### src/design/tid_pkg.sv
// Shared types, telnet byte codes and queue sizing for the IAC deframer.
package tid_pkg;

    // Telnet command bytes
    localparam logic [7:0] TN_IAC  = 8'd255;
    localparam logic [7:0] TN_DONT = 8'd254;
    localparam logic [7:0] TN_DO   = 8'd253;
    localparam logic [7:0] TN_WONT = 8'd252;
    localparam logic [7:0] TN_WILL = 8'd251;
    localparam logic [7:0] TN_SB   = 8'd250;
    localparam logic [7:0] TN_SE   = 8'd240;

    // Event queue between parser and output stage (power of two)
    localparam int QDEPTH = 2;
    localparam int QAW    = $clog2(QDEPTH);
    localparam int QCW    = $clog2(QDEPTH + 1);

    typedef enum logic [2:0] {
        ST_DATA   = 3'd0,
        ST_IAC    = 3'd1,
        ST_OPT    = 3'd2,
        ST_SBTYPE = 3'd3,
        ST_SBDATA = 3'd4,
        ST_SBIAC  = 3'd5
    } t_parse_state;

    typedef enum logic [2:0] {
        K_DATA   = 3'd0,
        K_NEG    = 3'd1,
        K_CMD    = 3'd2,
        K_SBBYTE = 3'd3,
        K_SBEND  = 3'd4,
        K_SBABRT = 3'd5
    } t_kind;

    typedef struct packed {
        t_kind      kind;
        logic [7:0] command;
        logic [7:0] option_code;
        logic [7:0] payload;
        logic       last;
    } t_event;

    // Handshake between queue and output stage
    typedef struct packed {
        logic not_empty;
        logic full;
    } t_queue_status;

endpackage

### src/design/tid_front.sv
// Front end: takes received bytes, runs the IAC parser and classifies events.
module tid_front
    import tid_pkg::*;
(
    input  logic       i_clk,
    input  logic       i_rst_n,
    input  logic       i_valid,
    input  logic [7:0] i_rx_byte,
    input  logic       i_full,
    output logic       o_stall,
    output logic       o_push,
    output t_event     o_event
);

    t_parse_state r_state, n_state;
    logic [7:0]   r_held, n_held;
    logic [7:0]   r_subneg, n_subneg;
    logic         w_accept;
    logic         w_is_neg;

    assign o_stall  = i_full;
    assign w_accept = i_valid && !i_full;
    assign w_is_neg = (i_rx_byte == TN_WILL) || (i_rx_byte == TN_WONT) ||
                      (i_rx_byte == TN_DO)   || (i_rx_byte == TN_DONT);

    // Next state and held bytes
    always_comb begin
        n_state  = r_state;
        n_held   = r_held;
        n_subneg = r_subneg;
        if (w_accept) begin
            unique case (r_state)
                ST_IAC: begin
                    if (i_rx_byte == TN_IAC) begin
                        n_state = ST_DATA;
                    end else if (w_is_neg) begin
                        n_held  = i_rx_byte;
                        n_state = ST_OPT;
                    end else if (i_rx_byte == TN_SB) begin
                        n_state = ST_SBTYPE;
                    end else begin
                        n_state = ST_DATA;
                    end
                end
                ST_OPT: n_state = ST_DATA;
                ST_SBTYPE: begin
                    n_subneg = i_rx_byte;
                    n_state  = ST_SBDATA;
                end
                ST_SBDATA: begin
                    if (i_rx_byte == TN_IAC) n_state = ST_SBIAC;
                end
                ST_SBIAC: begin
                    n_state = (i_rx_byte == TN_IAC) ? ST_SBDATA : ST_DATA;
                end
                // plain data, unused codes included
                default: begin
                    n_state = (i_rx_byte == TN_IAC) ? ST_IAC : ST_DATA;
                end
            endcase
        end
    end

    // Event produced by the accepted byte
    always_comb begin
        o_push  = 1'b0;
        o_event = '{kind: K_DATA, command: 8'd0, option_code: 8'd0,
                    payload: 8'd0, last: 1'b0};
        if (w_accept) begin
            unique case (r_state)
                ST_IAC: begin
                    if (i_rx_byte == TN_IAC) begin
                        o_push          = 1'b1;
                        o_event.payload = i_rx_byte;
                    end else if (!w_is_neg && i_rx_byte != TN_SB) begin
                        o_push          = 1'b1;
                        o_event.kind    = K_CMD;
                        o_event.command = i_rx_byte;
                    end
                end
                ST_OPT: begin
                    o_push              = 1'b1;
                    o_event.kind        = K_NEG;
                    o_event.command     = r_held;
                    o_event.option_code = i_rx_byte;
                end
                ST_SBTYPE: o_push = 1'b0;
                ST_SBDATA: begin
                    if (i_rx_byte != TN_IAC) begin
                        o_push              = 1'b1;
                        o_event.kind        = K_SBBYTE;
                        o_event.option_code = r_subneg;
                        o_event.payload     = i_rx_byte;
                    end
                end
                ST_SBIAC: begin
                    o_push              = 1'b1;
                    o_event.option_code = r_subneg;
                    if (i_rx_byte == TN_IAC) begin
                        o_event.kind    = K_SBBYTE;
                        o_event.payload = i_rx_byte;
                    end else if (i_rx_byte == TN_SE) begin
                        o_event.kind = K_SBEND;
                        o_event.last = 1'b1;
                    end else begin
                        o_event.kind = K_SBABRT;
                    end
                end
                default: begin
                    if (i_rx_byte != TN_IAC) begin
                        o_push          = 1'b1;
                        o_event.payload = i_rx_byte;
                    end
                end
            endcase
        end
    end

    // Parser registers
    always_ff @(posedge i_clk) begin
        if (!i_rst_n) begin
            r_state  <= ST_DATA;
            r_held   <= 8'd0;
            r_subneg <= 8'd0;
        end else begin
            r_state  <= n_state;
            r_held   <= n_held;
            r_subneg <= n_subneg;
        end
    end

    // An option byte always closes a negotiation
    a_opt_closes: assert property (@(posedge i_clk) disable iff (!i_rst_n)
        (w_accept && r_state == ST_OPT) |=> (r_state == ST_DATA))
        else $error("parser did not return to data after option byte");

    // Type byte is captured for the run
    a_type_held: assert property (@(posedge i_clk) disable iff (!i_rst_n)
        (w_accept && r_state == ST_SBTYPE) |=> (r_subneg == $past(i_rx_byte)))
        else $error("subnegotiation type not captured");

    // Last marker only on a subnegotiation end
    a_last_end: assert property (@(posedge i_clk) disable iff (!i_rst_n)
        o_push |-> (o_event.last == (o_event.kind == K_SBEND)))
        else $error("last marker out of place");

endmodule

### src/design/tid_queue.sv
// Short event queue decoupling the parser from the output stage.
module tid_queue
    import tid_pkg::*;
(
    input  logic          i_clk,
    input  logic          i_rst_n,
    input  logic          i_push,
    input  t_event        i_event,
    input  logic          i_pop,
    output t_event        o_event,
    output t_queue_status o_status
);

    t_event           r_mem [QDEPTH];
    logic [QAW-1:0]   r_wr_ptr;
    logic [QAW-1:0]   r_rd_ptr;
    logic [QCW-1:0]   r_count;

    assign o_status.not_empty = (r_count != '0);
    assign o_status.full      = (r_count == QCW'(QDEPTH));
    assign o_event            = r_mem[r_rd_ptr];

    // Storage
    always_ff @(posedge i_clk) begin
        if (i_push) r_mem[r_wr_ptr] <= i_event;
    end

    // Pointers and fill count
    always_ff @(posedge i_clk) begin
        if (!i_rst_n) begin
            r_wr_ptr <= '0;
            r_rd_ptr <= '0;
            r_count  <= '0;
        end else begin
            if (i_push) r_wr_ptr <= r_wr_ptr + 1'b1;
            if (i_pop)  r_rd_ptr <= r_rd_ptr + 1'b1;
            priority if (i_push && !i_pop) begin
                r_count <= r_count + 1'b1;
            end else if (i_pop && !i_push) begin
                r_count <= r_count - 1'b1;
            end else begin
                r_count <= r_count;
            end
        end
    end

    a_no_overflow: assert property (@(posedge i_clk) disable iff (!i_rst_n)
        o_status.full |-> !i_push)
        else $error("push into full queue");

    a_no_underflow: assert property (@(posedge i_clk) disable iff (!i_rst_n)
        i_pop |-> o_status.not_empty)
        else $error("pop from empty queue");

    a_count_range: assert property (@(posedge i_clk) disable iff (!i_rst_n)
        r_count <= QCW'(QDEPTH))
        else $error("queue count out of range");

endmodule

### src/design/tid_back.sv
// Back end: output register that presents events and holds them under stall.
module tid_back
    import tid_pkg::*;
(
    input  logic          i_clk,
    input  logic          i_rst_n,
    input  t_queue_status i_status,
    input  t_event        i_event,
    input  logic          i_stall,
    output logic          o_pop,
    output logic          o_valid,
    output t_event        o_event
);

    logic   r_valid;
    t_event r_event;

    // Load when the register is empty or its transfer completes
    assign o_pop   = i_status.not_empty && (!r_valid || !i_stall);
    assign o_valid = r_valid;
    assign o_event = r_event;

    always_ff @(posedge i_clk) begin
        if (!i_rst_n) begin
            r_valid <= 1'b0;
        end else if (!r_valid || !i_stall) begin
            r_valid <= i_status.not_empty;
        end
    end

    // Payload, no reset
    always_ff @(posedge i_clk) begin
        if (o_pop) r_event <= i_event;
    end

endmodule

### src/design/telnet_iac_deframer_unit.sv
// Top level of the telnet IAC deframer: parser, event queue and output stage.
//
//  channel | direction | handshake            | payload
//  --------+-----------+----------------------+------------------------------------
//  rx      | in        | i_valid / o_stall    | i_rx_byte[7:0]
//  event   | out       | o_valid / i_stall    | o_kind, o_command, o_option_code,
//          |           |                      | o_payload, o_last
//
//  One byte per cycle while o_stall is low; a byte gives zero or one event.
//  After the byte transfer, an event goes through the queue write, then the output register.
//  The parser takes a byte whenever the two-entry event queue is not full.
//  Reset (i_rst_n low, synchronous) empties the queue and returns the parser to data.
//  Stall on the output fills the queue, then stalls the input.
module telnet_iac_deframer_unit
    import tid_pkg::*;
(
    input  logic       i_clk,
    input  logic       i_rst_n,
    input  logic       i_valid,
    output logic       o_stall,
    input  logic [7:0] i_rx_byte,
    output logic       o_valid,
    input  logic       i_stall,
    output logic [2:0] o_kind,
    output logic [7:0] o_command,
    output logic [7:0] o_option_code,
    output logic [7:0] o_payload,
    output logic       o_last
);

    logic          w_push;
    logic          w_pop;
    t_event        w_front_event;
    t_event        w_queue_event;
    t_event        w_out_event;
    t_queue_status w_status;

    tid_front u_front (
        .i_clk     (i_clk),
        .i_rst_n   (i_rst_n),
        .i_valid   (i_valid),
        .i_rx_byte (i_rx_byte),
        .i_full    (w_status.full),
        .o_stall   (o_stall),
        .o_push    (w_push),
        .o_event   (w_front_event)
    );

    tid_queue u_queue (
        .i_clk    (i_clk),
        .i_rst_n  (i_rst_n),
        .i_push   (w_push),
        .i_event  (w_front_event),
        .i_pop    (w_pop),
        .o_event  (w_queue_event),
        .o_status (w_status)
    );

    tid_back u_back (
        .i_clk    (i_clk),
        .i_rst_n  (i_rst_n),
        .i_status (w_status),
        .i_event  (w_queue_event),
        .i_stall  (i_stall),
        .o_pop    (w_pop),
        .o_valid  (o_valid),
        .o_event  (w_out_event)
    );

    assign o_kind        = w_out_event.kind;
    assign o_command     = w_out_event.command;
    assign o_option_code = w_out_event.option_code;
    assign o_payload     = w_out_event.payload;
    assign o_last        = w_out_event.last;

endmodule
### config.mk
export PLATFORM = sky130hd
export DESIGN_NAME = telnet_iac_deframer_unit
export DESIGN_NICKNAME = d
export VERILOG_FILES = /design/src/design/tid_pkg.sv /design/src/design/tid_front.sv /design/src/design/tid_queue.sv /design/src/design/tid_back.sv /design/src/design/telnet_iac_deframer_unit.sv
export SDC_FILE = /design/constraint.sdc
export NUM_CORES = 1
export LEC_CHECK = 0
export BUFFER_PORTS_ARGS = -buffer_cell sky130_fd_sc_hd__buf_2
export CORE_MARGIN = 2
export CORE_UTILIZATION = 53
export DETAILED_ROUTE_END_ITERATION = 6
export PLACE_DENSITY = 0.79
export SYNTH_ARGS = -nofsm -noshare
export SYNTH_HDL_FRONTEND = slang
export SYNTH_SLANG_ARGS = --single-unit
### constraint.sdc
create_clock -name i_clk -period 2.1 [get_ports i_clk]
set_input_delay 0.21 -clock i_clk [delete_from_list [all_inputs] [get_ports i_clk]]
set_output_delay 0.21 -clock i_clk [all_outputs]
set_load 0.01 [all_outputs]
Yosys cells after proc, flatten, opt, wreduce, memory -nomap -nowiden
Memory sizes are Yosys's and may differ from the RTL's. A register that Yosys moved wholly into a read port is not among the register bits.
Index checks and enable logic that the tools add are counted.
{"block": "totals", "register_bits": 24, "input_bits": 12, "output_inout_bits": 30, "mem_count": 1, "ram_bits": 56, "elab_cells": 84}
{"name": "u_queue.r_mem", "depth": 2, "width": 28, "read_ports": 1, "rd_clocked_by_memory_dff": 1, "wr": 1, "line_no": "tid_queue.sv:14", "text": "t_event r_mem [QDEPTH];"}
{"block": "op_classes", "addsub": 4, "n_reduce_logical": 23, "bitwise": 1, "n_eq_ne": 16, "n_mux": 32}
{"operator": "8-bit equality test, second input constant", "count": 7}
{"operator": "8-bit case mux with 3 select lines", "count": 2}
{"operator": "28-bit two-way mux", "count": 1}
{"operator": "16-bit two-way mux", "count": 1}
{"operator": "8-bit two-way mux", "count": 2}
{"operator": "8-bit inequality test, second input constant", "count": 2}
{"operator": "8-bit case mux with 2 select lines", "count": 1}
{"operator": "3-bit two-way mux", "count": 5}
{"operator": "3-bit case mux with 5 select lines", "count": 1}
{"operator": "3-bit case mux with 4 select lines", "count": 1}
{"operator": "1-bit two-way mux", "count": 11}
{"operator": "11-bit two-way mux", "count": 1}
{"operator": "10-bit two-way mux", "count": 1}
{"operator": "2-bit two-way mux", "count": 4}
{"operator": "3-bit by 2-bit equality test with 1-bit output, second input constant", "count": 2}
{"operator": "3-bit equality test, second input constant", "count": 2}
{"operator": "1-bit zero test", "count": 6}
{"operator": "2-bit OR reduction", "count": 3}
{"operator": "1-bit logical AND", "count": 5}
{"operator": "1-bit logical OR", "count": 4}
{"operator": "2-bit AND reduction", "count": 2}
{"operator": "4-bit AND reduction", "count": 1}
{"operator": "2-bit nonzero test", "count": 2}
{"operator": "3-bit by 1-bit equality test with 1-bit output, second input constant", "count": 1}
{"operator": "7 further kinds", "count": 8}

Logic depth before layout (Yosys ltp)
Gate-level depths: netlist of run 1.
{"block": "logic_depth", "depth_word": 14, "ltp_mapped": 10, "ltp_nobuf": 8}

By module
A second synthesis of run 1 with hierarchy kept.
{"block": "unflattened", "cells_unflattened": 298, "area_unflattened_um2": 4406.7}
{"module": "tid_queue", "seq_area_each_um2": 1781.7, "n_inst": 1, "area_per_inst_um2": 2245.9, "cells_per_inst": 109}
{"module": "tid_front", "seq_area_each_um2": 380.4, "n_inst": 1, "area_per_inst_um2": 1281.2, "cells_per_inst": 157}
{"module": "tid_back", "seq_area_each_um2": 860.8, "n_inst": 1, "area_per_inst_um2": 879.6, "cells_per_inst": 32}

Least setup slack after synthesis of run 1
Ideal clock, no wire load.
{"block": "synth_timing", "kind": "flip-flop to flip-flop", "startpoint": "register u_front.r_state[0]", "endpoint": "memory u_queue.r_mem[0][0] in the netlist's numbering, enable pin", "n_path_buf": 2, "setup_slack_ps": -158, "stages_incl_launch_ff": 8, "required_ps": 1717, "setup_ps": 383, "t_arrival_ps": 1875, "synth_period_minus_slack_ps": 2258, "cell_sequence": "dfxtp_1 -> buf_2 -> nor2b_1 -> nand4_1 -> buf_4 -> nand2_1 -> or3_1 -> inv_1"}
{"block": "synth_between", "elab_chain_len": 6, "word_cells_on_any_way": 9, "classes_between": "eq/ne: 4; mux: 4; reduce/logical: 1"}
{"element": "start: declaration", "line_no": "tid_front.sv:15", "text": "t_parse_state r_state, n_state;"}
{"element": "start signal: assignment", "line_no": "tid_front.sv:126", "text": "r_state <= n_state;"}
{"element": "3-bit by 2-bit equality test with 1-bit output / 3-bit equality test (equally long branches)", "line_no": "tid_front.sv:70", "text": "unique case (r_state)"}
{"element": "2-bit OR reduction (no source line)"}
{"element": "1-bit case mux with 3 select lines (*)", "line_no": "tid_front.sv:70"}
{"element": "1-bit two-way mux (*)", "line_no": "tid_front.sv:69", "text": "if (w_accept) begin"}
{"element": "1-bit two-way mux (*)", "line_no": "tid_queue.sv:25", "text": "if (i_push) r_mem[r_wr_ptr] <= i_event;"}
{"element": "1-bit two-way mux (not written as such) (*)", "line_no": "tid_queue.sv:25"}
{"element": "end: declaration", "line_no": "tid_queue.sv:14"}
Mark *: on every way between the ends. The rest lies on a longest branch, timed or not.

Final worst setup path of run 1
{"block": "layout_timing", "startpoint": "register u_front.r_state[2]", "endpoint": "register u_queue.r_count[1]"}
{"block": "layout_between", "elab_chain_len": 7, "word_cells_on_any_way": 12, "classes_between": "eq/ne: 4; mux: 3; reduce/logical: 5"}
{"element": "3-bit by 2-bit equality test with 1-bit output / 3-bit equality test (equally long branches)", "line_no": "tid_front.sv:70"}
{"element": "2-bit OR reduction (no source line)"}
{"element": "1-bit case mux with 3 select lines (*)", "line_no": "tid_front.sv:70"}
{"element": "1-bit two-way mux (*)", "line_no": "tid_front.sv:69"}
{"element": "via u_front.o_push", "line_no": "tid_front.sv:11", "text": "output logic o_push,"}
{"element": "1-bit zero test", "line_no": "tid_queue.sv:39", "text": "end else if (i_pop && !i_push) begin"}
{"element": "1-bit logical AND", "line_no": "tid_queue.sv:39"}
{"element": "2-bit nonzero test (no source line)"}
{"element": "end signal: assignment", "line_no": "tid_queue.sv:38", "text": "r_count <= r_count + 1'b1;"}
{"element": "end signal: assignment", "line_no": "tid_queue.sv:40", "text": "r_count <= r_count - 1'b1;"}
{"element": "end signal: assignment", "line_no": "tid_queue.sv:42", "text": "r_count <= r_count;"}
{"element": "end: declaration", "line_no": "tid_queue.sv:17", "text": "logic [QCW-1:0] r_count;"}
Mark *: on every way through the listed nets, which the timed path passes. The rest lies on a longest branch.
A chain may end at the register's enable or synchronous reset.

==> flow_summary.yaml, run 1 <==
outcome:
  status: "completed"
routing:
  drt-initial-drc-count: 170
  drtPass1Iterations: 5
  vias_per_cell: 5.76
  drc: 0
  routed_wl_um: 7960
  vias: 2708
  postRouteAntennaNets: 0
  wl_per_cell_um: 16.9
grt:
  grt_pass1_wl_um: 12600
  track_usage_pct: 19.1
  grt_max_degree: 30
  grt_pass1_vias: 2490
  antenna_found_initial: 0
  grt_overflow: 0
clock_tree:
  ctsRootBufferMaster: "clkbuf_8"
  clockBufferDepth: 2
  clk_pin_slew_ns: 0.11
  clk-insertion-delay-late_ns: 0.37
  cts_buffers: 9
  htreeDepth: 3
  cts_tree: "built"
  cts.sinks: 108
  cts_hold_buffers: 0
setup_path:
  critPathMaxStageDelay_ns: 0.44
  slowest_stage: "dfxtp_1"
  crit_family: "simple AND/OR/NAND/NOR gates"
  worst-path-max-fanout: 4
  crit_chain: "and2_1, o21ai_0, a31oi_2, nor2_1, ha_1, or3_1, a21oi_1"
  arrival_ns: 2.28
  path_buf_inv: 0
  critPathLaunchType: "flip-flop"
  crit_type: "flip-flop to flip-flop"
  end_kind: "flip-flop"
  required_ns: 2.40
finish:
  drive_above_1_share_pct: 29.6
  finish.utilization_pct: 61.0
  antennaDiodeCount: 0
  final_cell_mix: "edfxtp_1, buf_2, mux2_2"
  final_nets: 373
  layout_commonest_cell: "edfxtp_1"
  syn_to_final_growth_pct: 13.2
  stdcell_count: 470
yosys:
  syn_avg_cell_area_sq_um: 13.8
  synth_cells: 317
  synth_ff_type: "edfxtp_1"
  syn_nets: 330
  synth_area_sq_mm: 0.00438
  synth_edf_count: 84
  ys_async_sr_fraction_pct: 0
  yosys_register_bits: 108
  yosysSeqAreaShare_pct: 68.5
  yosysWarnings: 0
  synth_cell_type_count: 41
die:
  fp.dieH_um: 95.0
  dieArea_sq_mm: 0.00902
  coreArea_sq_mm: 0.00813
  die_w_um: 95.0
  start_util_pct: 53.9
  rows: 33
  io_pins: 42
timing:
  finalClockSkew_ns: 0.0107
  setup_violations: 0
  period_needed_ns: 1.99
  setup_tns_ns: 0
  fmaxAchievable_mhz: 504
  worst_hold_slack_ns: 0.119
  relSlewSlack_pct: 52.9
  setup_ws_ns: 0.115
  min_period_over_period_pct: 94.5
  rsz0062_at_grt: "false"
  drv_slew: 0
  finalHoldViolCount: 0
  tightest_slew_ns: 0.705
run:
  max_cap_viol_count: 0
power:
  p_per_area_mw_per_mm2: 1120
  p_switching_w: 0.00164
  p_leak_nw: 1.87
  power.share.switching_pct: 29.5
  pwr-share-clk_pct: 21.7
  internal-power_w: 0.00390
  power_frac_comb_pct: 24.3
  seqPwrFrac_pct: 54.0
  ir_worst_vdd_v: 0.000855
place:
  dpl.hpwl_um: 5270
  dp_slack_ns: 0.0401
  globalplace.congestion: 0.883
  place_inst: 454
  numPortBuffers: 41
hold_path:
  hold_path_class: "primary input to flip-flop"
-- through the flow --
step | total power [W] | cell area [sq um]
floorplan | 0.00387 | 4390
global placement | 0.00436 | 4760
detailed placement | 0.00442 | 4760
CTS | 0.00560 | 4950
global route | 0.00582 | 4960
finish | 0.00554 | 4960
-- worst min-delay path, delay by kind of cell --
family / cells / cell delay (ns)
buf+inv: 1 / 0.10
simple gates: 1 / 0.08
compound gates: 1 / 0.06
-- timing repair --
action	in CTS	in global routing
hold endpoints to repair	0	0
setup buffers	0	0
gates resized for setup	0	4
setup endpoints to repair	0	1
-- power by group through the flow --
stage	clock network (W)	logic, W	registers (W)
after floorplan	0	0.000725	0.00315
after global placement	0	0.00133	0.00302
after detailed placement	0	0.00137	0.00305
after CTS	0.00123	0.00137	0.00300
after global routing	0.00131	0.00148	0.00303
final	0.00120	0.00134	0.00299
-- layout make-up --
class,count,area (sq um)
Fill cell,624,3170
Clock inverter,7,66.3
Clock buffer,9,124
Inverter,5,22.5
Sequential cell,108,3000
Multi-Input combinational cell,182,1270
Timing Repair Buffer,54,340
Tap cell,105,131
-- logic make-up (layout without fill, tap and decap cells) --
| group | Yosys count | after routing | synth area share (%) |
|---|---|---|---|
| AOI/OAI and AO/OA | 46 | 46 | 7.25 |
| xor gates and xnor gates | 8 | 8 | 1.60 |
| adders and majority gates | 1 | 1 | 0.285 |
| buffers and inverters | 27 | 75 | 2.80 |
| DFF | 108 | 108 | 68.5 |
| muxes | 36 | 36 | 9.02 |
| and+or+nand+nor | 91 | 91 | 10.6 |
-- Yosys cell counts (4+ instances only) --
cell | instances | area share [%]
mux2i_1 | 8 | 1.8
a22o_1 | 15 | 3.0
o21ai_0 | 10 | 1.1
clkbuf_1 | 10 | 0.86
nand3_1 | 13 | 1.5
nor2b_1 | 5 | 0.71
nand4_1 | 4 | 0.57
edfxtp_1 | 84 | 58
nand2_1 | 20 | 1.7
and3_1 | 4 | 0.57
buf_2 | 7 | 0.80
dfxtp_1 | 24 | 11
xor2_1 | 5 | 1.0
mux2_2 | 28 | 7.2
a21oi_1 | 11 | 1.3
nor2_1 | 27 | 2.3
inv_1 | 5 | 0.43
-- flip-flops by register name (all words and copies together), names as in the netlist --
name,count
u_queue.r_mem,56
u_back.o_event,28
u_front.r_held,8
u_front.r_subneg,8
u_front.r_state,3
u_queue.r_count,2
u_back.o_valid,1
u_queue.r_rd_ptr,1
u_queue.r_wr_ptr,1
-- routing by layer --
metal  wire (um)  vias up  share of wire (%)  track usage (%)
met5           0        -                  0                0
met4         138        0                1.7             8.45
met3         454       13                5.7             3.27
met2        4010       98                 50             31.8
met1        3370     1337                 42             24.5
li1            -     1260                  -                -
-- path summary, 6_finish.rpt --
kind	start	endpoint	slack, ns	cells past startpoint
worst max-delay path	u_front.r_state[2]$_SDFFE_PN0P_	u_queue.r_count[1]$_SDFFE_PN0P_	0.11	7
worst min-delay path	i_stall	u_back.o_valid$_SDFFE_PN0N_	0.12	3
worst max register to register	u_front.r_state[2]$_SDFFE_PN0P_	u_queue.r_count[1]$_SDFFE_PN0P_	0.11	7
worst min register to register	u_front.r_held[0]$_SDFFE_PN0P_	u_front.r_held[0]$_SDFFE_PN0P_	0.46	2
Note: power is estimated with default switching activity, not from simulation.
==> run 2: changes to the inputs <==
--- a/config.mk
+++ b/config.mk
@@ -7,9 +7,12 @@
 export LEC_CHECK = 0
 export BUFFER_PORTS_ARGS = -buffer_cell sky130_fd_sc_hd__buf_2
 export CORE_MARGIN = 2
-export CORE_UTILIZATION = 53
+export CORE_UTILIZATION = 55
+export CTS_BUF_LIST = sky130_fd_sc_hd__clkbuf_4
 export DETAILED_ROUTE_END_ITERATION = 6
-export PLACE_DENSITY = 0.79
+export PLACE_DENSITY = 0.82
 export SYNTH_ARGS = -nofsm -noshare
 export SYNTH_HDL_FRONTEND = slang
+export SYNTH_HIERARCHICAL = 1
 export SYNTH_SLANG_ARGS = --single-unit
+export TNS_END_PERCENT = 20
==> flow_summary.yaml, run 2 <==
grt:
  track_usage_pct: 20.3
  grt_overflow: 0
  antenna_found_initial: 0
  grt_pass1_wl_um: 13100
  grt_max_degree: 30
  grt_pass1_vias: 2594
clock_tree:
  cts_hold_buffers: 0
  cts.sinks: 109
  htreeDepth: 3
  clockBufferDepth: 2
  clk_pin_slew_ns: 0.15
  clk-insertion-delay-late_ns: 0.42
  cts_buffers: 9
  ctsRootBufferMaster: "clkbuf_4"
  cts_tree: "built"
routing:
  vias_per_cell: 5.71
  topRoutingLayerUsed: "met4"
  wl_met2_um: 4260
  postRouteAntennaNets: 0
  wl_per_cell_um: 17.7
  drtPass1Iterations: 6
  vias: 2637
  routed_wl_um: 8160
  wirelength_met1_um: 3330
  drc: 0
  drt-initial-drc-count: 157
  met3_wirelength_um: 413
yosys:
  synth.most_common_cell: "edfxtp_1"
  synth_cell_type_count: 47
  yosysSeqAreaShare_pct: 68.6
  synth_edf_count: 84
  synth_area_sq_mm: 0.00441
  yosys_register_bits: 109
  syn_nets: 311
  synth_top_area_share_pct: 57.2
  yosysTopAreaCell: "edfxtp_1"
  synth_cells: 298
  ys_top_cells_by_area: "edfxtp_1, dfxtp_1, mux2_2"
  yosysWarnings: 6
  ys_async_sr_fraction_pct: 0
  synth_commonest_cells: "edfxtp_1, mux2_2, dfxtp_1"
  synth_ff_type: "edfxtp_1"
  syn_avg_cell_area_sq_um: 14.8
finish:
  layout_commonest_cell: "edfxtp_1"
  syn_to_final_growth_pct: 14.2
  seq_area_sq_mm: 0.00303
  multi_input_area_sq_mm: 0.00131
  largest_reg_flops: 56
  stdcell_count: 462
  drive_above_1_share_pct: 36.1
  final_area_sq_mm: 0.00503
  final_nets: 368
  antennaDiodeCount: 0
  top_register: "u_queue/r_mem"
  finish.utilization_pct: 65.1
  final_cell_mix: "edfxtp_1, buf_2, mux2_2"
  fillers: 565
timing:
  rsz0062_at_grt: "false"
  period_needed_ns: 1.99
  min_period_over_period_pct: 94.6
  fmaxAchievable_mhz: 503
  setup_tns_ns: 0
  finalHoldViolCount: 0
  relSlewSlack_pct: 45.5
  setup_violations: 0
  drv_slew: 0
  tightest_slew_ns: 0.795
  finalClockSkew_ns: 0.0160
place:
  placed_area_sq_mm: 0.00489
  place_inst: 446
  dpl.hpwl_um: 5630
  globalplace.congestion: 0.865
  numPortBuffers: 41
hold_path:
  min_to: "u_back/o_valid$_SDFFE_PN0P_"
  worstHoldStart: "i_stall"
  holdPathStages: 3
  hold_path_class: "primary input to flip-flop"
setup_path:
  worst-path-max-fanout: 12
  crit_start: "u_queue/r_count[0]$_SDFFE_PN0P_"
  arrival_ns: 2.26
  critPathLaunchType: "flip-flop"
  crit_type: "flip-flop to flip-flop"
  end_kind: "flip-flop"
  r2r_start: "u_queue/r_count[0]$_SDFFE_PN0P_"
  regToRegSetupSlack_ns: 0.11
  worstReg2RegEnd: "u_queue/r_mem[1][14]$_DFFE_PP_"
  required_ns: 2.37
  rr_worst_depth: 6
run:
  max_cap_viol_count: 0
die:
  die_w_um: 93.5
  rows: 32
  coreArea_sq_mm: 0.00773
  fp.dieH_um: 93.5
  start_util_pct: 57.0
  io_pins: 42
  dieArea_sq_mm: 0.00874
outcome:
  status: "completed"
power:
  ir_worst_vdd_v: 0.000492
  p_leak_nw: 1.92
  power_w: 0.00536
  p_per_area_mw_per_mm2: 1070
[run 2: cell count changes after synthesis, sizes merged, moves of 5 or more]
cell,delta
clkbuf,-6
nand2,-13
nor2,-8
o21ai,-5
a22oi,+5
o21a,+8
a22o,-6
[run 2: where the power goes]
group | leakage (nW) | switching [W] | internal, W | total [W]
logic | 0.821 | 0.000719 | 0.000585 | 0.00130
clock network | 0.0817 | 0.000624 | 0.000407 | 0.00103
registers | 1.01 | 0.000116 | 0.00291 | 0.00303
total | 1.92 | 0.00146 | 0.00390 | 0.00536
[run 2: kinds of logic (layout without fill, tap and decap cells)]
family,Yosys count,count (layout),synth area share [%]
buffers and inverters,21,83,2.73
and+or+nand+nor,70,70,8.89
muxes,37,37,9.20
DFF,109,109,68.6
adders and majority gates,1,1,0.284
xor gates and xnor gates,5,5,0.994
AOI/OAI and AO/OA,55,55,9.31
[run 2: how the worst max path moves through the flow]
| stage | cells past startpoint | slack (ns) | to |
|---|---|---|---|
| 4_1_cts | 4 | 0.05 | u_queue/r_mem[1][17]$_DFFE_PP_ |
| 5_1_grt | 6 | 0.03 | u_queue/r_mem[0][14]$_DFFE_PP_ |
| 6_report | 6 | 0.11 | u_queue/r_mem[1][14]$_DFFE_PP_ |
| 3_3_place_gp | 8 | 0.1 | u_queue/r_mem[0][22]$_DFFE_PP_ |
| 2_1_floorplan | 5 | -0.06 | u_queue/r_mem[0][0]$_DFFE_PP_ |
| 3_5_place_dp | 9 | 0.04 | u_queue/r_count[1]$_SDFFE_PN0P_ |
[run 2: worst max-delay path: stages (launching register included)]
cell and delay (ns):
dfxtp_2 0.40, and2b_2 0.25, nand2b_4 0.16, buf_4 0.19, nor3_1 0.20, o21a_1 0.37, a22o_1 0.27
[run 2: routing by layer]
layer / GRT usage [%] / up-vias
li1: - / 1243
met1: 26.0 / 1298
met2: 33.8 / 84
met3: 3.95 / 12
met4: 9.07 / 0
met5: 0 / -
[run 2: what timing repair did]
item,4_1_cts,5_1_grt
setup buffers,0,0
endpoints found under the setup margin,0,26
gates resized for setup,0,2
[run 2: final cells by class]
type / count / area share, %
inverter: 3 / 0.224
tap: 102 / 2.54
clock inverter: 4 / 0.970
timing repair buffer: 64 / 8.26
multi-input combinational: 168 / 26.1
clock buffer: 12 / 1.79
sequential: 109 / 60.1
[run 2: per-stage QoR]
step | hold slack [ns] | setup WS (ns)
after global routing | 0.0853 | 0.0275
after global placement | 0.448 | 0.0968
after CTS | 0.0566 | 0.0497
after floorplan | 0.328 | -0.0553
after detailed placement | 0.466 | 0.0385
final | 0.0873 | 0.114
==> run 3: changes to the inputs <==
--- a/config.mk
+++ b/config.mk
@@ -5,6 +5,7 @@
 export SDC_FILE = /design/constraint.sdc
 export NUM_CORES = 1
 export LEC_CHECK = 0
+export ABC_AREA = 1
 export BUFFER_PORTS_ARGS = -buffer_cell sky130_fd_sc_hd__buf_2
 export CORE_MARGIN = 2
 export CORE_UTILIZATION = 55
==> flow_summary.yaml, run 3 <==
timing:
  finalHoldViolCount: 0
  rsz0062_at_grt: "false"
  tightest_slew_ns: 0.458
  finalClockSkew_ns: 0.0166
  min_period_over_period_pct: 91.2
  drv_slew: 0
  period_needed_ns: 1.92
  fmaxAchievable_mhz: 522
  worst_hold_slack_ns: 0.0740
  setup_violations: 0
  relSlewSlack_pct: 69.5
yosys:
  synth_cells: 395
  yosysWarnings: 6
  synth_commonest_cells: "nand2_1, edfxtp_1, inv_1"
  synth_edf_count: 84
  yosys_register_bits: 109
  synth_ff_type: "edfxtp_1"
  synth_top_area_share_pct: 54.0
  yosysTopAreaCell: "edfxtp_1"
  synth_cell_type_count: 29
  ys_async_sr_fraction_pct: 0
  ys_top_cells_by_area: "edfxtp_1, dfxtp_1, nand2_1"
  syn_avg_cell_area_sq_um: 11.8
  syn_nets: 408
  yosysSeqAreaShare_pct: 64.7
  synth.most_common_cell: "nand2_1"
  synth_area_sq_mm: 0.00467
clock_tree:
  clk-insertion-delay-late_ns: 0.44
  ctsRootBufferMaster: "clkbuf_4"
  cts.sinks: 109
  clk_pin_slew_ns: 0.16
  post-cts-setup-buffers: 0
  cts_buffers: 9
  clockBufferDepth: 2
  htreeDepth: 3
  cts_tree: "built"
power:
  p_leak_nw: 2.12
  p_per_area_mw_per_mm2: 1120
  ir_worst_vdd_v: 0.000596
setup_path:
  crit_type: "flip-flop to flip-flop"
  critPathLaunchType: "flip-flop"
  path_buf_inv: 2
  arrival_ns: 2.08
  crit_family: "flip-flops"
  required_ns: 2.26
  path_common_cell: "nand2_1"
  slowest_stage: "dfxtp_1"
  crit_chain: "nand2_1, nand2_1, o21ai_0, a21oi_2, nand2_1, clkinvlp_4, buf_4"
  critPathMaxStageDelay_ns: 0.50
  end_kind: "flip-flop"
  worst-path-max-fanout: 8
routing:
  postRouteAntennaNets: 0
  vias: 2947
  vias_per_cell: 5.30
  drc: 0
  drtPass1Iterations: 5
  wl_per_cell_um: 15.2
  drt-initial-drc-count: 256
  routed_wl_um: 8460
grt:
  grt_pass1_wl_um: 13700
  grt_max_degree: 31
  grt_pass1_vias: 2788
  antenna_found_initial: 0
  track_usage_pct: 20.1
  grt_overflow: 0
finish:
  layout_commonest_cell: "nand2_1"
  drive_above_1_share_pct: 28.2
  finish.utilization_pct: 62.9
  antennaDiodeCount: 0
  syn_to_final_growth_pct: 10.7
  final_nets: 459
  largest_reg_flops: 56
  top_register: "u_queue/r_mem"
  final_cell_mix: "nand2_1, edfxtp_1, buf_2"
outcome:
  status: "completed"
die:
  dieArea_sq_mm: 0.00925
  rows: 33
  start_util_pct: 56.9
  die_w_um: 96.2
  coreArea_sq_mm: 0.00822
  io_pins: 42
  fp.dieH_um: 96.2
hold_path:
  hold_path_class: "primary input to flip-flop"
place:
  globalplace.congestion: 0.918
  dpl.hpwl_um: 6020
  numPortBuffers: 41
run:
  max_cap_viol_count: 0
[run 3: changes by cell type after synthesis, sizes merged, moves of 9 or more]
cell	delta
a21oi	+20
a22o	-9
inv	+42
mux2i	-9
nand2	+83
nor2	+17
[run 3: worst min-delay path: cells and delay by family]
family / cells / cell delay [ns]
simple gates: 2 / 0.15
buf+inv: 1 / 0.13
[run 3: worst paths after layout]
check	start	to	slack, ns	cells past startpoint
max	u_front/r_state[1]$_SDFFE_PN0P_	u_queue/r_mem[1][26]$_DFFE_PP_	0.18	7
min	i_rx_byte[0]	u_front/r_held[0]$_SDFFE_PN0P_	0.07	3
max reg2reg	u_front/r_state[1]$_SDFFE_PN0P_	u_queue/r_mem[1][26]$_DFFE_PP_	0.18	7
min reg2reg	u_front/r_held[6]$_SDFFE_PN0P_	u_front/r_held[6]$_SDFFE_PN0P_	0.47	2
[run 3: report_power, final]
part           switching [W]  internal [W]
Sequential          0.000116       0.00297
Clock               0.000671      0.000388
Combinational       0.000953      0.000685
Total                0.00174       0.00404
[run 3: per-layer routing]
layer	part of all wire, %	global-route usage (%)	up-vias
met5	0	0	-
met1	43	25.1	1404
met3	4.0	4.15	12
li1	-	-	1437
met2	51	33.2	94
met4	1.8	9.76	0
[run 3: kinds of logic after synthesis]
family / count (synthesis) / synth area share [%]
and+or+nand+nor: 149 / 15.0
muxes: 28 / 8.36
adders and majority gates: 1 / 0.268
DFF: 109 / 64.7
buffers and inverters: 60 / 6.35
AOI/OAI and AO/OA: 48 / 5.30
[run 3: through the flow]
stage          total power [W]  instances  cell area [sq um]  setup TNS (ns)  setup slack, ns
2_1_floorplan          0.00432        395               4690         -0.0476          -0.0424
3_3_place_gp           0.00473        539               5010               0            0.184
3_5_place_dp           0.00480        539               5010               0            0.110
4_1_cts                0.00584        556               5170               0           0.0907
5_1_grt                0.00612        556               5170               0           0.0210
6_report               0.00578        556               5170               0            0.185
[run 3: final cells by class]
cell class,count,area (sq um)
Clock inverter,6,70.1
Multi-Input combinational cell,226,1370
Fill cell,639,3050
Sequential cell,109,3020
Tap cell,105,131
Timing Repair Buffer,53,323
Clock buffer,10,75.1
Inverter,47,180
[run 3: what timing repair did]
action	in CTS	in global routing
hold buffers	1	0
hold endpoints to repair	1	0
setup endpoints to repair	0	57
resized for setup	0	1
